### src/hw/rtl/stkd_pkg.sv
// ----------------------------------------------------------------------------
// stkd_pkg
// Shared types and codes for the stack with indexed delete.
// ----------------------------------------------------------------------------
package stkd_pkg;

   localparam int DATA_W = 32;
   localparam int POS_W  = 4;

   typedef enum logic [1:0] {
      CMD_PUSH   = 2'd0,
      CMD_POP    = 2'd1,
      CMD_LIST   = 2'd2,
      CMD_DELETE = 2'd3
   } cmd_type;

   typedef enum logic [1:0] {
      ST_OK        = 2'd0,
      ST_OVERFLOW  = 2'd1,
      ST_UNDERFLOW = 2'd2,
      ST_INVALID   = 2'd3
   } status_type;

   // what every cell does in a cycle
   typedef enum logic [2:0] {
      CELL_HOLD,
      CELL_PUSH,
      CELL_POP,
      CELL_ROTATE,
      CELL_DELETE
   } cell_op_type;

   typedef enum logic {
      S_IDLE,
      S_LIST
   } state_type;

endpackage

### src/hw/rtl/stkd_req_if.sv
// ----------------------------------------------------------------------------
// stkd_req_if
// Command channel: valid/ready handshake carrying one command item.
// ----------------------------------------------------------------------------
interface stkd_req_if;

   logic               valid;
   logic               ready;
   logic [1:0]         command;
   logic signed [31:0] push_value;
   logic [3:0]         position;

   modport source (output valid, output command, output push_value, output position,
                   input ready);
   modport sink   (input valid, input command, input push_value, input position,
                   output ready);

endinterface

### src/hw/rtl/stkd_rsp_if.sv
// ----------------------------------------------------------------------------
// stkd_rsp_if
// Result channel: valid/ready handshake carrying one result item.
// ----------------------------------------------------------------------------
interface stkd_rsp_if;

   logic               valid;
   logic               ready;
   logic signed [31:0] read_value;
   logic [1:0]         status;
   logic               last;

   modport source (output valid, output read_value, output status, output last,
                   input ready);
   modport sink   (input valid, input read_value, input status, input last,
                   output ready);

endinterface

### src/hw/rtl/stack_with_delete_at_position_core.sv
// ----------------------------------------------------------------------------
// stack_with_delete_at_position_core
// Bounded LIFO of signed 32-bit words with push, pop, list and indexed delete.
// ----------------------------------------------------------------------------
// The stack lives in a row of DEPTH cells with the top in cell 0. Push, pop
// and delete each complete when accepted: every cell loads from its neighbor
// or holds, and one result item is registered. List is accepted without a
// result and then gives one result per stored entry, stalling while the
// output register is full, the row rotating once per result so the top is
// always in cell 0; the command channel is held off until the last entry has
// gone out. A new command is taken while the previous result still waits in
// the output register, provided that register drains in the same cycle.
module stack_with_delete_at_position_core
   import stkd_pkg::*;
#(
   parameter int DEPTH = 8
) (
   input  logic       clock,
   input  logic       reset,
   stkd_req_if.sink   req_ch,
   stkd_rsp_if.source rsp_ch
);

   localparam int CNT_W = $clog2(DEPTH + 1);
   localparam int CMP_W = (CNT_W > POS_W) ? CNT_W : POS_W;

   state_type        state_ff, state_in;
   logic [CNT_W-1:0] count_ff, count_in;
   logic [CNT_W-1:0] rem_ff, rem_in;

   logic                     rsp_valid_ff;
   logic signed [DATA_W-1:0] rsp_value_ff;
   status_type               rsp_status_ff;
   logic                     rsp_last_ff;

   logic                     load_rsp;
   logic signed [DATA_W-1:0] load_value;
   status_type               load_status;
   logic                     load_last;

   cell_op_type      cell_op;
   logic [CNT_W-1:0] mark;
   logic             slot_free;
   logic             req_ready;
   logic             accept;
   logic             empty;
   logic             full;
   logic             pos_bad;
   cmd_type          cmd;

   logic signed [DATA_W-1:0] cell_data [DEPTH];

   // --- cell row ---
   for (genvar g = 0; g < DEPTH; g++) begin : g_cell
      logic signed [DATA_W-1:0] prev_d;
      logic signed [DATA_W-1:0] next_d;

      if (g == 0) begin : g_first
         assign prev_d = cell_data[0];
      end else begin : g_mid
         assign prev_d = cell_data[g-1];
      end
      if (g == DEPTH - 1) begin : g_end
         assign next_d = cell_data[g];
      end else begin : g_inner
         assign next_d = cell_data[g+1];
      end

      stkd_cell #(
         .INDEX (g),
         .CNT_W (CNT_W)
      ) u_cell (
         .clock      (clock),
         .op         (cell_op),
         .mark       (mark),
         .push_value (req_ch.push_value),
         .head_data  (cell_data[0]),
         .prev_data  (prev_d),
         .next_data  (next_d),
         .data       (cell_data[g])
      );
   end

   // --- control ---
   assign slot_free = !rsp_valid_ff || rsp_ch.ready;
   assign empty     = (count_ff == '0);
   assign full      = (count_ff == CNT_W'(DEPTH));
   assign cmd       = cmd_type'(req_ch.command);
   assign pos_bad   = (req_ch.position == '0) ||
                      (CMP_W'(req_ch.position) > CMP_W'(count_ff));
   assign accept    = req_ch.valid && req_ready;

   always_comb begin
      state_in    = state_ff;
      count_in    = count_ff;
      rem_in      = rem_ff;
      req_ready   = 1'b0;
      load_rsp    = 1'b0;
      load_value  = '0;
      load_status = ST_OK;
      load_last   = 1'b1;
      cell_op     = CELL_HOLD;
      mark        = '0;

      case (state_ff)
         S_IDLE: begin
            req_ready = slot_free;
            if (req_ch.valid && slot_free) begin
               load_rsp = 1'b1;
               case (cmd)
                  CMD_PUSH: begin
                     if (full) begin
                        load_status = ST_OVERFLOW;
                     end else begin
                        cell_op  = CELL_PUSH;
                        count_in = count_ff + 1'b1;
                     end
                  end
                  CMD_POP: begin
                     if (empty) begin
                        load_status = ST_UNDERFLOW;
                     end else begin
                        load_value = cell_data[0];
                        cell_op    = CELL_POP;
                        count_in   = count_ff - 1'b1;
                     end
                  end
                  CMD_LIST: begin
                     if (empty) begin
                        load_status = ST_UNDERFLOW;
                     end else begin
                        load_rsp = 1'b0;
                        rem_in   = count_ff;
                        state_in = S_LIST;
                     end
                  end
                  default: begin
                     if (empty) begin
                        load_status = ST_UNDERFLOW;
                     end else if (pos_bad) begin
                        load_status = ST_INVALID;
                     end else begin
                        // bottom-based position p sits in cell count - p
                        cell_op  = CELL_DELETE;
                        mark     = count_ff - CNT_W'(req_ch.position);
                        count_in = count_ff - 1'b1;
                     end
                  end
               endcase
            end
         end
         S_LIST: begin
            if (slot_free) begin
               load_rsp   = 1'b1;
               load_value = cell_data[0];
               load_last  = (rem_ff == CNT_W'(1));
               cell_op    = CELL_ROTATE;
               mark       = count_ff - 1'b1;
               rem_in     = rem_ff - 1'b1;
               if (rem_ff == CNT_W'(1)) begin
                  state_in = S_IDLE;
               end
            end
         end
         default: state_in = S_IDLE;
      endcase
   end

   always_ff @(posedge clock) begin
      if (reset) begin
         state_ff     <= S_IDLE;
         count_ff     <= '0;
         rem_ff       <= '0;
         rsp_valid_ff <= 1'b0;
      end else begin
         state_ff <= state_in;
         count_ff <= count_in;
         rem_ff   <= rem_in;
         if (load_rsp) begin
            rsp_valid_ff <= 1'b1;
         end else if (rsp_ch.ready) begin
            rsp_valid_ff <= 1'b0;
         end
      end
   end

   always_ff @(posedge clock) begin
      if (load_rsp) begin
         rsp_value_ff  <= load_value;
         rsp_status_ff <= load_status;
         rsp_last_ff   <= load_last;
      end
   end

   assign req_ch.ready      = req_ready;
   assign rsp_ch.valid      = rsp_valid_ff;
   assign rsp_ch.read_value = rsp_value_ff;
   assign rsp_ch.status     = rsp_status_ff;
   assign rsp_ch.last       = rsp_last_ff;

   // --- checks ---
   a_count_bound: assert property (@(posedge clock) disable iff (reset)
      count_ff <= CNT_W'(DEPTH))
      else $error("stack count above depth");

   a_list_blocks: assert property (@(posedge clock) disable iff (reset)
      state_ff == S_LIST |-> !req_ready)
      else $error("command taken during list");

   a_list_ends: assert property (@(posedge clock) disable iff (reset)
      (state_ff == S_LIST && slot_free && rem_ff == CNT_W'(1)) |=>
         (state_ff == S_IDLE && rsp_last_ff))
      else $error("list did not end on last entry");

   a_push_count: assert property (@(posedge clock) disable iff (reset)
      (accept && cmd == CMD_PUSH && !full) |=> count_ff == $past(count_ff) + 1'b1)
      else $error("push did not grow the stack");

endmodule

### src/hw/rtl/stkd_cell.sv
// ----------------------------------------------------------------------------
// stkd_cell
// One stack slot. Cell 0 holds the top; cells hand entries to neighbors.
// ----------------------------------------------------------------------------
module stkd_cell
   import stkd_pkg::*;
#(
   parameter int INDEX = 0,
   parameter int CNT_W = 4
) (
   input  logic                     clock,
   input  cell_op_type              op,
   input  logic [CNT_W-1:0]         mark,
   input  logic signed [DATA_W-1:0] push_value,
   input  logic signed [DATA_W-1:0] head_data,
   input  logic signed [DATA_W-1:0] prev_data,
   input  logic signed [DATA_W-1:0] next_data,
   output logic signed [DATA_W-1:0] data
);

   logic signed [DATA_W-1:0] data_ff;
   logic signed [DATA_W-1:0] data_in;
   logic                     at_mark;
   logic                     above_mark;

   assign at_mark    = (CNT_W'(INDEX) == mark);
   assign above_mark = (CNT_W'(INDEX) >= mark);

   always_comb begin
      data_in = data_ff;
      case (op)
         CELL_PUSH:   data_in = (INDEX == 0) ? push_value : prev_data;
         CELL_POP:    data_in = next_data;
         // tail of the live region takes the head, the rest move up
         CELL_ROTATE: data_in = at_mark ? head_data : next_data;
         CELL_DELETE: data_in = above_mark ? next_data : data_ff;
         default:     data_in = data_ff;
      endcase
   end

   always_ff @(posedge clock) begin
      data_ff <= data_in;
   end

   assign data = data_ff;

endmodule
### src/flat_wrapper.sv
// flat-port wrapper written by rule: the top's interface ports become plain ports
module stack_with_delete_at_position_core_flat import stkd_pkg::*;
#(
   parameter int DEPTH = 8
)
  (clock, reset, req_ch_valid, req_ch_command, req_ch_push_value, req_ch_position, req_ch_ready, rsp_ch_valid, rsp_ch_read_value, rsp_ch_status, rsp_ch_last, rsp_ch_ready);
  stkd_req_if req_ch_i ();
  stkd_rsp_if rsp_ch_i ();
  input  logic clock;
  input  logic reset;
  input wire logic [$bits(req_ch_i.valid)-1:0] req_ch_valid;
  input wire logic [$bits(req_ch_i.command)-1:0] req_ch_command;
  input wire logic [$bits(req_ch_i.push_value)-1:0] req_ch_push_value;
  input wire logic [$bits(req_ch_i.position)-1:0] req_ch_position;
  output wire logic [$bits(req_ch_i.ready)-1:0] req_ch_ready;
  output wire logic [$bits(rsp_ch_i.valid)-1:0] rsp_ch_valid;
  output wire logic [$bits(rsp_ch_i.read_value)-1:0] rsp_ch_read_value;
  output wire logic [$bits(rsp_ch_i.status)-1:0] rsp_ch_status;
  output wire logic [$bits(rsp_ch_i.last)-1:0] rsp_ch_last;
  input wire logic [$bits(rsp_ch_i.ready)-1:0] rsp_ch_ready;
  assign req_ch_i.valid = req_ch_valid;
  assign req_ch_i.command = req_ch_command;
  assign req_ch_i.push_value = req_ch_push_value;
  assign req_ch_i.position = req_ch_position;
  assign req_ch_ready = req_ch_i.ready;
  assign rsp_ch_valid = rsp_ch_i.valid;
  assign rsp_ch_read_value = rsp_ch_i.read_value;
  assign rsp_ch_status = rsp_ch_i.status;
  assign rsp_ch_last = rsp_ch_i.last;
  assign rsp_ch_i.ready = rsp_ch_ready;
  stack_with_delete_at_position_core #(.DEPTH(DEPTH)) u_core (.clock(clock), .reset(reset), .req_ch(req_ch_i), .rsp_ch(rsp_ch_i));
endmodule
### config.mk
export PLATFORM = sky130hd
export DESIGN_NAME = stack_with_delete_at_position_core_flat
export DESIGN_NICKNAME = d
export VERILOG_FILES = /design/src/hw/rtl/stkd_pkg.sv /design/src/hw/rtl/stkd_req_if.sv /design/src/hw/rtl/stkd_rsp_if.sv /design/src/hw/rtl/stack_with_delete_at_position_core.sv /design/src/hw/rtl/stkd_cell.sv /design/src/flat_wrapper.sv
export SDC_FILE = /design/constraint.sdc
export NUM_CORES = 1
export LEC_CHECK = 0
export BUFFER_PORTS_ARGS = -buffer_cell sky130_fd_sc_hd__buf_2
export CORE_ASPECT_RATIO = 1.5
export CORE_MARGIN = 1
export CORE_UTILIZATION = 30
export CTS_CLUSTER_SIZE = 28
export DETAILED_ROUTE_END_ITERATION = 10
export PLACE_DENSITY_LB_ADDON = 0.08
export SETUP_SLACK_MARGIN = 0.2
export SLEW_MARGIN = 20
export SYNTH_ARGS = -nofsm -noshare
export SYNTH_HDL_FRONTEND = slang
export SYNTH_HIERARCHICAL = 1
export SYNTH_SLANG_ARGS = --single-unit
### constraint.sdc
create_clock -name clock -period 14.1 [get_ports clock]
set_clock_uncertainty 0.2 [all_clocks]
set_input_delay 2.82 -clock clock [delete_from_list [all_inputs] [get_ports clock]]
set_output_delay 2.82 -clock clock [all_outputs]
set_load 0.01 [all_outputs]
==> metrics.txt, run 1 <==
status finished, final reports clean; CTS Sinks 301; DRT antenna net count 0; NetSw 0.000569 W; combinational power share 10.4%; Vert. Die Dim 295 um; Final Max Slew Viols 0; DP Wirelength between 30 and 40 mm; Final #Nets between 1000 and 1500; final worst slack 7.29 ns; via count 12600; switching share of power 24.5%; Yosys cell types 77; synthesized area 17200 sq um; Crit path required time between 10 and 15 ns; dpl cell area 18100 sq um; post-synthesis sequential area ratio between 50% and 60%; worst r2r path cells 13; RSZ-0062 raised after global routing no; Final Hold Viols 0; Post-Place Worst Slack 6.93 ns; FFs w/ async S/R, synth 0%; # fillers around 5700; vias in the first global route around 12000; FP Rows between 100 and 150; Worst-Skew Late Latency 0.53 ns; most frequent cells in the layout 291 x edfxtp_1, 192 x a221o_1, 185 x and3_1, 78 x buf_2, 45 x inv_1; Starting Density between 30% and 40%; first-pass GRT wire length 78.8 mm; CTS clk-pin slew, worst paths 0.06 ns; Reg power frac 48.3%; layout cell share with drive strength beyond 1 20.0%; CTS buffer count 34; relative slew slack approximately 28%; Post-synth top flop edfxtp_1; Critical Path AT 3.79 ns; Max-cap violations 0; Overflow after GRT 0; synth-to-layout area growth 12.1%; Worst-Margin Slew 1.07 ns; wire length after detailed routing between 50 and 60 mm; worst-path fanout max 13; Cell Pwr Density ~120 nW/um^2; Mapped Cells 1388; Detailed Route Iter0 Violations 1062; largest net degree at the start of global routing a little over 80; Worst setup SP type input pin; Int Power 0.00176 W; root buf cell clkbuf_16; DRT Pass-1 Iters 5; Ports 79; per-cell routed wire length about 23 um; Worst Setup Path Type in2out; final worst path period share 48.3%; I/O Buffers between 70 and 80; R2R Setup Slk roughly 9.5 ns; clock share of power between 40% and 50%; core area 56800 sq um; Synth Area per Inst roughly 12 sq um; post-route cell area 19300 sq um; GPL Wtd Cong 0.789; Die Footprint 58400 sq um; HP Class reg2reg; Post-synth EDFFs roughly 290; post-CTS sizing 0; clock buffer depth 3; Setup Total Neg Slack 0 ns; CTS tree yes; total track usage 17.4%; DR vias/cell ~5.8; Max Freq 147 MHz; Peak supply drop around 0.08 mV; CTS HTree Levels 2; synthesis-stage register bit count ~300; endpoints failing setup 0; min Tclk post-route 6.81 ns; crit path capture type output pin; commonest non-fill, non-tap cell in the layout edfxtp_1; Static Leak approximately 6.8 nW; n_diodes 0; initial antenna violation count 0; Ys Warns 6; Hold Path Depth 2; die width 198 um; CTS Hold Bufs 0; Syn Nets about 1400; post-CTS setup buffer count 0; residual DRC count 0
[power groups by stage]
stage	clock network, W	registers [W]	logic [W]
6_report	0.000960	0.00112	0.000242
5_1_grt	0.00102	0.00113	0.000266
4_1_cts	0.000991	0.00112	0.000244
3_5_place_dp	0	0.00114	0.000244
3_3_place_gp	0	0.00114	0.000240
2_1_floorplan	0	0.00112	0.000176
[metal layers]
layer	track usage (%)	up-vias	share of wire [%]
li1	-	5785	-
met1	24.1	6342	46
met2	28.8	375	48
met3	1.79	52	4.8
met4	4.24	0	1.6
met5	0	-	0
[logic make-up (layout without fill, tap and decap cells)]
family / Yosys count / after routing / synth area share, %
AOI/OAI and AO/OA: 372 / 372 / 20.9
xor gates and xnor gates: 10 / 10 / 0.509
adders and majority gates: 13 / 13 / 0.989
buffers and inverters: 193 / 217 / 5.97
DFF: 301 / 301 / 51.9
muxes: 39 / 39 / 2.30
and+or+nand+nor: 460 / 460 / 17.4
[registers in the layout (all words and copies together), names as in the netlist]
signal	cells
u_core/count_ff	4
u_core/rem_ff	4
u_core/g_cell.u_cell/data	256
u_core/rsp_ch.read_value	32
u_core/rsp_ch.valid	1
u_core/rsp_ch.last	1
u_core/state_ff	1
u_core/rsp_ch.status	2
[worst paths after layout]
kind	from	to
setup / recovery	rsp_ch_ready	req_ch_ready
hold / removal	u_core/rem_ff[3]	u_core/rem_ff[3]
setup reg to reg	u_core/count_ff[0]	u_core/g_cell[6].u_cell/data[19]
hold reg to reg	u_core/rem_ff[3]	u_core/rem_ff[3]
[worst max-delay path, cell delays in order]
cell and delay (ns):
buf_2 0.10, and2b_1 0.59, nor2_1 0.11, buf_2 0.17
[area by class of cell]
cell class / count / area (sq um) / area share [%]
well taps: 763 / 955 / 4.95
clock inverters: 15 / 223 / 1.15
inverters: 47 / 178 / 0.921
repair buffers: 111 / 658 / 3.41
clock buffers: 44 / 952 / 4.93
multi-input cells: 894 / 7390 / 38.3
flip-flops and latches: 301 / 8940 / 46.3
[stage by stage]
step | utilization [%] | hold slack [ns] | std cells | power, W
final | 34.0 | 0.322 | 2175 | 0.00233
after global routing | 34.0 | 0.351 | 2175 | 0.00242
after CTS | 33.9 | 0.322 | 2174 | 0.00236
after detailed placement | 31.9 | 0.309 | 2115 | 0.00138
after global placement | 31.9 | 0.296 | 2115 | 0.00138
after floorplan | - | 0.272 | 1388 | 0.00130
[synth_stat cells, types with 3 or more instances]
cell type | number | area, sq um
o22ai_1 | 9 | 56.3
mux2i_1 | 35 | 350
and2_4 | 30 | 263
mux2_1 | 4 | 45.0
and3_2 | 8 | 60.1
a221oi_1 | 32 | 280
and3_1 | 185 | 1160
buf_1 | 6 | 22.5
buf_4 | 6 | 45.0
nand3_1 | 37 | 185
ha_1 | 12 | 150
buf_6 | 23 | 259
inv_1 | 46 | 173
and4bb_1 | 3 | 37.5
nand3b_1 | 9 | 67.6
buf_2 | 59 | 295
o221ai_1 | 34 | 298
nand2_1 | 42 | 158
a21oi_1 | 6 | 30.0
and4b_1 | 5 | 50.1
nand2b_1 | 7 | 43.8
a211oi_1 | 33 | 248
nor3_1 | 5 | 25.0
o21ai_0 | 12 | 60.1
and3b_1 | 32 | 280
dfxtp_1 | 10 | 200
a221o_1 | 192 | 1920
or3b_4 | 7 | 78.8
o221ai_2 | 30 | 450
nor2b_1 | 8 | 50.1
nor4_1 | 3 | 18.8
clkbuf_1 | 49 | 184
xnor2_1 | 9 | 78.8
nand4_1 | 32 | 200
edfxtp_1 | 291 | 8740
nor2_1 | 26 | 97.6
buf_8 | 3 | 45.0
(Power assumes the default switching activity.)
==> run 2, diff against run 1 <==
- ABC_AREA: default -> 1
- clock period: 14.1 -> 6.6 ns (I/O delays scaled with it)
==> run 2 against run 1 <==
Sequential power up 130%. Area after synthesis up 23%. Flip-flop and latch count unchanged. Design area up 21%. Clock power up 120%. Utilization down 0.72 points. First-iteration DRC count up 47%. Global-route usage up 4.0 points. Setup slack worse by 5.6 ns. Count of clock-buffer cells in the layout up 1. Register-to-register slack worse by 7.6 ns. Critical path depth up 14. Largest cell class unchanged.
==> metrics.txt, run 2 <==
wire length after detailed routing 76.7 mm (+51%); RR Startpoint u_core/count_ff[0]; Detailed Route Iter0 Violations 1558 (+47%); Yosys cell types 39 (-49%); CP top delay family simple AND/OR/NAND/NOR gates; Worst-Margin Slew 1.00 ns (-0.0727 ns); Seq. cell area 8940 sq um (unchanged); Post-synth EDFFs 291 (unchanged); final worst slack 1.71 ns (-5.58 ns); CTS Hold Bufs 0 (unchanged); Final Hold Viols 0 (unchanged); Post-synth top flop edfxtp_1; Vert. Die Dim 328 um (+11%); Crit path required time 6.72 ns (-4.36 ns); synthesized area 21200 sq um (+23%); via count 19300 (+54%); FP Rows 119 (+11%); Worst setup SP type input pin; RR Endpoint u_core/g_cell[2].u_cell/data[31]; R2R Setup Slk 1.89 ns (-7.56 ns); vias in the first global route 18400 (+51%); initial antenna violation count 0 (unchanged); endpoints failing setup 0 (unchanged); Worst Setup Path Type in2reg; max reg flops 256 (unchanged); WHS Endpoint u_core/rem_ff[2]; Crit. Startpoint req_ch_position[0]; FFs w/ async S/R, synth 0% (unchanged); relative slew slack 33.1% (+5.0 points); DRT Pass-1 Iters 8 (+3); worst r2r path cells 18 (+5); total track usage 21.3% (+4.0 points); Static Leak 10.8 nW (+58%); DP Wirelength 55.0 mm (+59%); most used cell along the critical path nand2_1; n_diodes 0 (unchanged); Crit. path cell count 18 (+14); synth-to-layout area growth 10.1%; Cell Pwr Density 233 nW/um^2 (+93%); GPL Wtd Cong 0.819 (+3.8%); HP Class reg2reg; CTS HTree Levels 2 (unchanged); multi-input logic area 8930 sq um (+21%); commonest non-fill, non-tap cell in the layout nand3_1; Post-Layout Cell Count 3806 (+75%); post-synth top area share 41.2% (-9.5 points); Post-Place Worst Slack 0.912 ns (-6.02 ns); Die Footprint 71700 sq um (+23%); post-synthesis sequential area ratio 42.2% (-9.8 points); Worst-Skew Late Latency 0.58 ns (+0.05 ns); CTS Sinks 301 (unchanged); I/O Buffers 78 (unchanged); Overflow after GRT 0 (unchanged); Critical Path AT 5.01 ns (+1.22 ns); clock buffer depth 3 (unchanged); CP max stage delay 0.81 ns (+0.22 ns); Max Freq ~200 MHz; Synth Area per Inst 7.35 sq um (-41%); Post-synth top cells 777 x nand3_1, 595 x nand2_1, 577 x inv_1, 291 x edfxtp_1, 229 x nand4_1; # fillers 7321 (+28%); Final #Nets 2925 (+100%); CP Buf/Inv Count 5 (+3); Starting Density 30.2% (-0.094 points); root buf cell clkbuf_16; Mapped Cells 2883 (+110%); residual DRC count 0 (unchanged); Ys Warns 6 (unchanged); crit path capture type register; status finished, final reports clean; most common cell in the netlist nand3_1; per-cell routed wire length 20.1 um (-14%); Hold Startpoint u_core/rem_ff[2]; Setup Total Neg Slack 0 ns (unchanged); critical path, cell by cell buf_2 > ha_1 > inv_1 > fa_1 > nand2_1 > nand2_1 > nand3_1 > nor2_4 > nand3_1 > nand2_1 > buf_4 > nor2_2 > buf_4 > nand2_1 > buf_4 > nand2_1 > nand3_1 > nand3_1; largest net degree at the start of global routing 35 (-58%); DP Cell Count 3737 (+77%); layout cell share with drive strength beyond 1 10.6% (-9.4 points); main area contributors after synthesis edfxtp_1 41%, nand3_1 18%, nand2_1 11%, inv_1 10%, nand4_1 6.8%; synthesis-stage register bit count 301 (unchanged); RSZ-0062 raised after global routing no; Syn Nets 2938 (+100%); Ports 79 (unchanged); min Tclk post-route 4.89 ns; worst-path fanout max 34 (+21); largest area contributor in the netlist edfxtp_1; final worst path period share 74.1%; DRT antenna net count 0 (unchanged); CTS buffer count 38 (+12%); post-CTS sizing 0 (unchanged); post-CTS setup buffer count 0 (unchanged); DR vias/cell 5.07 (-12%); most frequent cells in the layout 777 x nand3_1, 595 x nand2_1, 577 x inv_1, 291 x edfxtp_1, 229 x nand4_1; Peak supply drop 0.171 mV (+110%); die width 219 um (+11%); core area 70100 sq um (+24%); crit path max-delay cell type nor2_4; WHS 0.318 ns (-0.00346 ns); CTS tree yes; CTS clk-pin slew, worst paths 0.06 ns (about the same); Final Max Slew Viols 0 (unchanged); Hold Path Depth 2 (unchanged); Max-cap violations 0 (unchanged); first-pass GRT wire length 117 mm (+49%)
==> run 2: metal layers <==
metal | global-route usage (%) | wire length, um | up-vias
met1 | 26.7 | 32000 | 9171
met5 | 0 | 0 | -
li1 | - | - | 9498
met2 | 36.9 | 38000 | 537
met4 | 9.39 | 3320 | 0
met3 | 2.02 | 3420 | 92
==> run 2: how the worst max path moves through the flow <==
| stage | to | slack (ns) |
|---|---|---|
| 3_3_place_gp | u_core/g_cell[0].u_cell/data[2] | 1.0 |
| 2_1_floorplan | u_core/g_cell[6].u_cell/data[0] | 0.73 |
| 3_5_place_dp | u_core/g_cell[0].u_cell/data[2] | 0.91 |
| 5_1_grt | u_core/g_cell[5].u_cell/data[2] | 1.39 |
| 6_report | u_core/g_cell[2].u_cell/data[31] | 1.71 |
| 4_1_cts | u_core/g_cell[0].u_cell/data[2] | 1.53 |
==> run 2: cell families after synthesis <==
kind of cell	Yosys count	share of synthesized area (%)
fa+ha+maj	13	0.803
xor+xnor	4	0.165
flops	301	42.2
compound gates	36	1.04
simple gates	1740	39.9
buf+inv	789	16.0
==> run 2: area by class of cell <==
class                   instances  share of cell area (%)
clock buffers                  45                    4.46
multi-input cells            1793                    38.3
repair buffers                139                    3.83
clock inverters                24                   0.665
inverters                     597                    9.62
well taps                     907                    4.86
flip-flops and latches        301                    38.3
==> run 2: report_power, final <==
group / internal [W] / switching (W) / leakage (nW)
sequential: 0.00233 / 0.000201 / 2.78
clock: 0.00117 / 0.000943 / 0.584
combinational: 0.000267 / 0.000532 / 7.46
==> run 2: through the flow <==
step | total power (W) | instance area, sq um | util (%)
floorplan | 0.00305 | 21200 | -
global placement | 0.00335 | 22100 | 31.5
detailed placement | 0.00337 | 22100 | 31.6
CTS | 0.00553 | 23300 | 33.3
global route | 0.00568 | 23300 | 33.3
finish | 0.00544 | 23300 | 33.3
==> run 2: worst reg2reg max path, stage by stage, from the launching register on <==
cell and delay, ns:
dfxtp_1 0.46, inv_1 0.19, ha_1 0.22, inv_1 0.08
fa_1 0.21, nand2_1 0.06, nand2_1 0.06, nand3_1 0.18
nor2_4 0.81, nand3_1 0.18, nand2_1 0.47, buf_4 0.26
nor2_2 0.06, buf_4 0.25, nand2_1 0.13, buf_4 0.36
nand2_1 0.13, nand3_1 0.09, nand3_1 0.08
==> run 3, diff against run 2 <==
- clock period: 6.6 -> 5.1 ns (I/O delays scaled with it)
==> run 3 against run 2 <==
Count of clock-buffer cells in the layout down 1. Power grew 32%. Design area is 0.75% higher. Sequential power up 29%. Die area unchanged. First-iteration DRC count down 0.32%. Via count grew 1.0%. Combinational power rose by 30%. Critical path depth shrank 2.
==> metrics.txt, run 3 (synthesis gave the netlist of run 2 again) <==
status finished, final reports clean; worst-path fanout max 32 (-5.9%); crit path max-delay cell type nand2_2; clock buffer depth 3 (unchanged); critical path, cell by cell inv_1 > ha_1 > inv_1 > fa_1 > nand2_1 > nand2_1 > nand3_1 > nor2_4 > nand3_1 > nand2_1 > buf_4 > nor2_2 > nand2_2 > nand2_1 > nand3_1 > nand3_1; min Tclk post-route 3.88 ns; DRT Pass-1 Iters 6 (-2); Worst-Margin Slew 0.978 ns (-0.0232 ns); Max-cap violations 0 (unchanged); Overflow after GRT 0 (unchanged); Critical Path AT 3.99 ns (-1.02 ns); Peak supply drop 0.242 mV (+42%); residual DRC count 0 (unchanged); Ports 79 (unchanged); Post-Place Worst Slack 0.703 ns (-0.208 ns); initial antenna violation count 0 (unchanged); CTS HTree Levels 2 (unchanged); DR vias/cell 5.11 (+0.71%); layout cell share with drive strength beyond 1 11.0% (+0.40 points); relative slew slack 34.4% (+1.3 points); Starting Density 30.2% (unchanged); Vert. Die Dim 328 um (unchanged); I/O Buffers 78 (unchanged); synth-to-layout area growth 10.9%; total track usage 21.4% (+0.063 points); CP max stage delay 0.57 ns (-0.24 ns); root buf cell clkbuf_16; Final Hold Viols 0 (unchanged); CP top delay family simple AND/OR/NAND/NOR gates; max reg flops 256 (unchanged); Crit path required time 5.21 ns (-1.51 ns); CTS tree yes; Static Leak 10.9 nW (+0.87%); Cell Pwr Density 306 nW/um^2 (+31%); largest net degree at the start of global routing 34 (-2.9%); RSZ-0062 raised after global routing no; commonest non-fill, non-tap cell in the layout nand3_1; wire length after detailed routing 76.8 mm (+0.20%); first-pass GRT wire length 118 mm (+1.1%); final worst path period share 76.1%; endpoints failing setup 0 (unchanged); Worst Setup Path Type reg2reg; CTS Hold Bufs 0 (unchanged); Worst setup SP type register; core area 70100 sq um (unchanged); final worst slack 1.22 ns (-0.494 ns); DP Wirelength 55.0 mm (about the same); CTS Sinks 301 (unchanged); crit path capture type register; CP Buf/Inv Count 3 (-2); vias in the first global route 19100 (+3.4%); combinational power share 14.5% (-0.2 points); DRT antenna net count 0 (unchanged); most frequent cells in the layout 777 x nand3_1, 595 x nand2_1, 577 x inv_1, 291 x edfxtp_1, 229 x nand4_1; HP Class reg2reg; NetSw 0.00213 W (+27%); Int Power 0.00506 W (+34%); Setup Total Neg Slack 0 ns (unchanged); Final #Nets 2938 (+0.44%); post-CTS setup buffer count 0 (unchanged); Detailed Route Iter0 Violations 1553 (-0.32%); switching share of power 29.6% (-1.2 points); CTS clk-pin slew, worst paths 0.06 ns (about the same); via count 19500 (+1.0%); CTS buffer count 37 (-2.6%); GPL Wtd Cong 0.842 (+2.8%); FP Rows 119 (unchanged); clock share of power 40.1% (+1.3 points); DP Cell Count 3751 (+0.37%); Post-Layout Cell Count 3818 (+0.32%); die width 219 um (unchanged); Max Freq 258 MHz; per-cell routed wire length 20.1 um (-0.12%); Die Footprint 71700 sq um (unchanged); Worst-Skew Late Latency 0.57 ns (about the same); Reg power frac 45.4% (-1.1 points); n_diodes 0 (unchanged); post-CTS sizing 0 (unchanged); final core occ 33.5% (+0.25 points); Final Max Slew Viols 0 (unchanged)
==> run 3: cell types whose count changed in the layout (fill, tap and decap cells not counted), moves of 2 or more <==
| cell | before | now |
|---|---|---|
| bufinv_16 | 1 | 6 |
| clkbuf_8 | 0 | 2 |
| clkinv_2 | 8 | 4 |
| buf_4 | 58 | 72 |
| clkbuf_16 | 41 | 38 |
| clkinv_1 | 10 | 8 |
==> run 3: final timing paths <==
| kind | startpoint | end | slack (ns) | cells past startpoint |
|---|---|---|---|---|
| max | u_core/count_ff[0] | u_core/g_cell[6].u_cell/data[25] | 1.22 | 16 |
| min | u_core/rem_ff[2] | u_core/rem_ff[2] | 0.31 | 2 |
| min reg2reg | u_core/rem_ff[2] | u_core/rem_ff[2] | 0.31 | 2 |
| max reg2reg | u_core/count_ff[0] | u_core/g_cell[6].u_cell/data[25] | 1.22 | 16 |
==> run 3: stage by stage <==
stage	power, W	hold WS, ns	instance area (sq um)
final	0.00719	0.314	23500
after global routing	0.00751	0.362	23500
after CTS	0.00730	0.312	23500
after detailed placement	0.00436	0.302	22200
after global placement	0.00435	0.293	22200
after floorplan	0.00395	0.274	21200
==> run 3: metal layers <==
| metal | global-route usage, % | vias to the layer above | wire [um] |
|---|---|---|---|
| met5 | 0 | - | 0 |
| met4 | 8.35 | 0 | 2780 |
| met3 | 1.89 | 88 | 3030 |
| met2 | 37.6 | 505 | 38300 |
| met1 | 26.8 | 9374 | 32800 |
| li1 | - | 9529 | - |
==> run 3: layout make-up <==
cell class,count,area [sq um]
clock inverters,23,283
clock buffers,44,993
fillers,7426,46600
multi-input cells,1793,8920
flip-flops and latches,301,8940
inverters,597,2250
repair buffers,153,991
well taps,907,1130
==> run 3: power groups by stage <==
stage | sequential (W) | clock, W | combinational [W]
after floorplan | 0.00320 | 0 | 0.000743
after global placement | 0.00332 | 0 | 0.00103
after detailed placement | 0.00332 | 0 | 0.00105
after CTS | 0.00327 | 0.00299 | 0.00105
after global routing | 0.00330 | 0.00304 | 0.00117
final | 0.00327 | 0.00288 | 0.00104
==> run 3: worst min-delay path, cell delays in order (launching register included) <==
cell and delay (ns):
dfxtp_1 0.31, inv_1 0.10, a21oi_2 0.06
